**config.mk**
```make
export PLATFORM = sky130hd
export DESIGN_NAME = wlft_ctrl
export DESIGN_NICKNAME = d
export VERILOG_FILES = /design/src/hdl/wlft_pkg.sv /design/src/hdl/wlft_ctrl.sv
export SDC_FILE = /design/constraint.sdc
export NUM_CORES = 1
export LEC_CHECK = 0
export ABC_AREA = 1
export BUFFER_PORTS_ARGS = -buffer_cell sky130_fd_sc_hd__buf_2
export CAP_MARGIN = 0
export CORE_MARGIN = 3
export CORE_UTILIZATION = 45
export DETAILED_ROUTE_END_ITERATION = 8
export GPL_ROUTABILITY_DRIVEN = 0
export PLACE_DENSITY = 0.8
export SYNTH_ARGS = -nofsm -noshare
export SYNTH_HDL_FRONTEND = slang
export SYNTH_SLANG_ARGS = --single-unit
```
**constraint.sdc**
```tcl
create_clock -name clk -period 2.3 [get_ports clk]
set_input_delay 0.23 -clock clk [delete_from_list [all_inputs] [get_ports clk]]
set_output_delay 0.23 -clock clk [all_outputs]
set_load 0.005 [all_outputs]
```
**src/hdl/wlft_pkg.sv**
```systemverilog
package wlft_pkg;

  localparam logic [1:0] CMD_INDEX = 2'd1;
  localparam int unsigned CLR_BIT = 1;

  typedef enum logic [3:0] {
    OP_NONE,
    OP_CLEAR,
    OP_LOAD,
    OP_MSTART,
    OP_MSTEP,
    OP_MWB,
    OP_DSTART,
    OP_DSTEP,
    OP_DWB,
    OP_OUT
  } op_t;

  typedef enum logic [3:0] {
    PH_XW,
    PH_YW,
    PH_XX,
    PH_XY,
    PH_DEN0,
    PH_DEN1,
    PH_NUM0,
    PH_NUM1,
    PH_SLOPE,
    PH_ICPT_M,
    PH_ICPT,
    PH_MID,
    PH_PRED,
    PH_SQ,
    PH_ESUM
  } phase_t;

  typedef struct packed {
    op_t    op;
    phase_t phase;
  } cmd_t;

  typedef struct packed {
    logic mul_done;
    logic div_done;
    logic den_zero;
    logic sw_zero;
    logic out_busy;
  } sts_t;

endpackage

```
**src/hdl/wlft_ctrl.sv**
```systemverilog
module wlft_ctrl (
  input  logic            clk,
  input  logic            rst_n,
  input  logic            in_valid,
  output logic            in_ready,
  input  logic [1:0]      in_cmd,
  input  wlft_pkg::sts_t  sts,
  output wlft_pkg::cmd_t  cmd
);
  import wlft_pkg::*;

  typedef enum logic [2:0] {
    ST_IDLE,
    ST_MSTART,
    ST_MSTEP,
    ST_MWB,
    ST_DSTART,
    ST_DSTEP,
    ST_DWB,
    ST_FIN
  } state_t;

  state_t state_r, state_nxt;
  phase_t phase_r, phase_nxt;

  always_comb begin
    cmd.op    = OP_NONE;
    cmd.phase = phase_r;
    state_nxt = state_r;
    phase_nxt = phase_r;
    case (state_r)
      ST_IDLE: begin
        if (in_valid) begin
          if (in_cmd[CLR_BIT]) begin
            cmd.op = OP_CLEAR;
          end else begin
            cmd.op    = OP_LOAD;
            phase_nxt = PH_XW;
            state_nxt = ST_MSTART;
          end
        end
      end
      ST_MSTART: begin
        cmd.op = OP_MSTART;
        if (phase_r == PH_ICPT_M && sts.sw_zero) begin
          phase_nxt = PH_MID;
        end else begin
          state_nxt = ST_MSTEP;
        end
      end
      ST_MSTEP: begin
        cmd.op = OP_MSTEP;
        if (sts.mul_done) state_nxt = ST_MWB;
      end
      ST_MWB: begin
        cmd.op = OP_MWB;
        if (phase_r == PH_ESUM) begin
          phase_nxt = PH_XW;
          state_nxt = ST_FIN;
        end else begin
          phase_nxt = phase_t'(phase_r + 4'd1);
          if (phase_r == PH_NUM1 || phase_r == PH_ICPT_M) state_nxt = ST_DSTART;
          else state_nxt = ST_MSTART;
        end
      end
      ST_DSTART: begin
        cmd.op = OP_DSTART;
        if (phase_r == PH_SLOPE && sts.den_zero) begin
          phase_nxt = PH_ICPT_M;
          state_nxt = ST_MSTART;
        end else begin
          state_nxt = ST_DSTEP;
        end
      end
      ST_DSTEP: begin
        cmd.op = OP_DSTEP;
        if (sts.div_done) state_nxt = ST_DWB;
      end
      ST_DWB: begin
        cmd.op    = OP_DWB;
        phase_nxt = phase_t'(phase_r + 4'd1);
        state_nxt = ST_MSTART;
      end
      ST_FIN: begin
        if (!sts.out_busy) begin
          cmd.op    = OP_OUT;
          state_nxt = ST_IDLE;
        end
      end
      default: state_nxt = ST_IDLE;
    endcase
  end

  assign in_ready = (state_r == ST_IDLE);

  always_ff @(posedge clk) begin
    if (!rst_n) begin
      state_r <= ST_IDLE;
      phase_r <= PH_XW;
    end else begin
      state_r <= state_nxt;
      phase_r <= phase_nxt;
    end
  end

  a_load_starts: assert property (@(posedge clk) disable iff (!rst_n)
    in_valid && in_ready && !in_cmd[CLR_BIT] |=> state_r == ST_MSTART && phase_r == PH_XW)
    else $error("point word did not start the sequence");

  a_div_phase: assert property (@(posedge clk) disable iff (!rst_n)
    state_r == ST_DSTART |-> (phase_r == PH_SLOPE || phase_r == PH_ICPT))
    else $error("divide started in a multiply phase");

endmodule

```
==> metrics.md <==
| Metric | Value |
|---|---|
| Max stage delay on crit path | 0.53 ns |
| Global route total overflow | 0 |
| Net total in the final layout | 160 |
| Effective utilization at floorplan | 0.515 |
| Worst setup path startpoint | state_r[2] |
| Time the final worst path needs with I/O delays and setup | 1.72 ns |
| Antenna violation net count after detailed routing | 0 |
| Synth Net Count | 140 |
| Clock Sinks | 7 |
| DIE WIDTH | 46.3 um |
| Number of antenna cells inserted | 0 |
| Biggest area consumer among synthesized cells | dfxtp_1 |
| Max_cap viols | 0 |
| Highest clock frequency the design can meet | 581 MHz |
| Normalized max-slew margin | 0.701 |
| Tightest Pin Transition | between 0.4 and 0.5 ns |
| Vias in the first global route | 739 |
| TritonCTS clock tree | done |
| Avg Vias per Cell | 5.26 |
| Cell chain of the critical path | inv_1 -> ha_1 -> o21ai_0 -> nand2_1 -> buf_2 |
| Final total negative setup slack | 0 ns |
| Number of cells upsized or downsized after cts | 0 |
| Flops & latches, synth | 7 |
| Type of the worst setup path | reg -> out |
| Library cell contributing the largest single delay on the critical path | dfxtp_1 |
| CTS Hold Buffers Added | 0 |
| Max Buffers Root-to-Sink | 2 |
| Total number of H-tree levels | 1 |
| Ratio of cells with drive above 1 in the final layout | 0.257 |
| Largest net degree at the start of global routing | 11 |
| Post-route fraction of the period consumed by the critical path | 0.749 |
| Total die area | 0.00214 sq mm |
| Drt total wl | about 1800 um |
| Count of buffers inserted at the top-level ports | 17 |
| Detailed-route wire length per cell | 11.2 um |
| Data arrival time of the critical path | 1.49 ns |
| Total number of placement rows | 13 |
| Cell area after synthesis | 729 sq um |
| Cell at the root of the clock tree | clkbuf_4 |
| Residual DRC | 0 |
| CTS buffer count | 3 |
| Met3 routed wirelength | a little over 70 um |
| Result of the run | finished, final reports clean |
| Die Ht | 46.3 um |
| Unrepaired setup endpoints after global routing | no |
| Highest Signal Layer | met4 |
| Worst-case register-to-register setup slack | 0.70 ns |
| Total GRT Usage | 0.191 |
| Hold violation total from the final report | 0 |
| Sequential-to-total area share from yosys stat | 0.192 |
| Setup crit start kind | register |
| Finished layout cell area | approximately 840 sq um |
| Pwr/cell area | 1110 mW/mm^2 |
| Initial drt markers | 21 |
| R2R cell count | 9 |
| CP Capture Type | primary output |
| Via count of the routed design | 837 |
| Reg area | 140 sq um |
| Hold Crit Class | in -> reg |
| Crit Reg-Reg Startpoint | phase_r[0] |
| Clock slew at the register clock pins of the worst setup and hold paths | 0.05 ns |
| R2R Path End | phase_r[1] |
| Peak supply drop | 0.436 mV |
| Netlist cell types | 21 |
| Cell area after placement | 815 sq um |
| Area of combinational cells with multiple inputs | between 500 and 600 sq um |
| M1 WL | 849 um |
| Antenna violations before repair | 0 |
| Post-Synthesis Cells | about 130 |
| Worst-Skew Late Latency | 0.25 ns |
| End point of the worst hold path | state_r[2] |
| Setup Fix Bufs, Post-CTS | 0 |
| Area growth from synthesis to layout | 15.3% |
| CORE AREA | between 0.001 and 0.0015 sq mm |
| I/O Pins | 19 |
| Static leakage | 0.000461 uW |
| Cell types occupying the most area after synthesis | dfxtp_1 19%, nand2_1 19%, nand3_1 10%, ha_1 8.6%, inv_1 6.7% |
| Worst Path Required | approximately 2.1 ns |
| Filler cell count in the final layout | 143 |
| Hold-critical path depth | 3 |
| Sum of met2 wire segment lengths after detailed routing | approximately 840 um |
| Number of detailed-route iterations in the first pass | 4 |
| Setup violators final | 0 |
| Maximum fanout along the worst path | 10 |
| Number of warnings issued by yosys | 0 |
| Post-synth top area share | 0.192 |
| Detailed-placement wirelength estimate | 1400 um |
| Layout Skew | 0.00541 ns |
| Global-route wire length before repair | 2980 um |
| Count of final max-slew check failures | 0 |
| Hold Startpoint | rst_n |
| Syn Area/Cell | 5.84 sq um |
-- cell type report --
cell class,count,share of cell area
inverter,18,0.0833
sequential,7,0.167
clock buffer,4,0.0313
timing repair buffer,17,0.101
tap,15,0.0223
multi-input combinational,98,0.595
-- where the power goes --
group | internal (uW) | switching (uW) | leakage (uW) | total, uW
registers | 154 | 82.0 | 0.0000572 | 236
logic | 220 | 363 | 0.000389 | 582
clock network | 66.2 | 45.4 | 0.0000150 | 112
-- cell families (layout without fill, tap and decap cells) --
logic type / Yosys count / in the layout / share of synthesized area
compound gates: 14 / 14 / 0.105
simple gates: 79 / 79 / 0.496
flops: 7 / 7 / 0.192
buf+inv: 20 / 39 / 0.122
fa+ha+maj: 5 / 5 / 0.0858
-- placed cells by master, fill, tap and decap left out --
cell / instances
a21oi_1: 4
a22oi_1: 1
inv_1: 13
nand2_1: 37
nor2_1: 13
buf_2: 17
nand4_1: 2
dfxtp_1: 7
o21ai_0: 7
nand3_1: 15
nand3_2: 2
ha_1: 5
nor2_4: 1
inv_2: 4
clkbuf_4: 3
o21ai_1: 1
nand2_2: 4
nor3_1: 1
clkbuf_1: 1
nor2_2: 4
inv_4: 1
a21oi_2: 1
-- worst max path at each step --
stage	cells past startpoint	slack [ns]	to
6_report	5	0.58	cmd[4]
5_1_grt	5	0.47	cmd[4]
4_1_cts	5	0.58	cmd[4]
3_5_place_dp	9	0.74	phase_r[1]
3_3_place_gp	9	0.81	phase_r[3]
2_1_floorplan	8	0.97	state_r[2]
-- cells in the mapped netlist --
cell	instances
nand2_1	37
nand3_1	15
inv_1	13
nor2_1	13
dfxtp_1	7
o21ai_0	7
ha_1	5
a21oi_1	4
inv_2	4
nand2_2	4
nor2_2	4
nand3_2	2
nand4_1	2
a21oi_2	1
a22oi_1	1
buf_4	1
buf_6	1
inv_4	1
nor2_4	1
nor3_1	1
o21ai_1	1
-- per-layer routing --
layer	track usage	up-vias
met5	0	-
met4	0.119	0
met3	0.0117	2
met2	0.299	21
met1	0.251	376
li1	-	438
-- stage by stage --
stage / worst slack (ns) / std cells / hold slack, ns / total power (uW) / util
after global placement: 0.813 / 155 / 0.508 / 796 / 0.576
final: 0.578 / 159 / 0.252 / 930 / 0.594
after CTS: 0.580 / 159 / 0.240 / 932 / 0.594
after floorplan: 0.972 / 125 / 0.350 / 675 / -
after global routing: 0.468 / 159 / 0.267 / 1040 / 0.594
after detailed placement: 0.735 / 155 / 0.512 / 813 / 0.576
-- sequential cells by signal, indices dropped and copies added, names as in the netlist --
signal	count
state_r	3
phase_r	4
-- critical path: cells and delay by family, from the launching register on --
| family | cells | cell delay (ns) |
|---|---|---|
| AO/OA/AOI/OAI | 1 | 0.16 |
| adder cells (fa/ha/maj) | 1 | 0.21 |
| buffers and inverters | 2 | 0.28 |
| flip-flops | 1 | 0.53 |
| AND/OR/NAND/NOR | 1 | 0.07 |
Note: power is estimated with default switching activity, not from simulation.
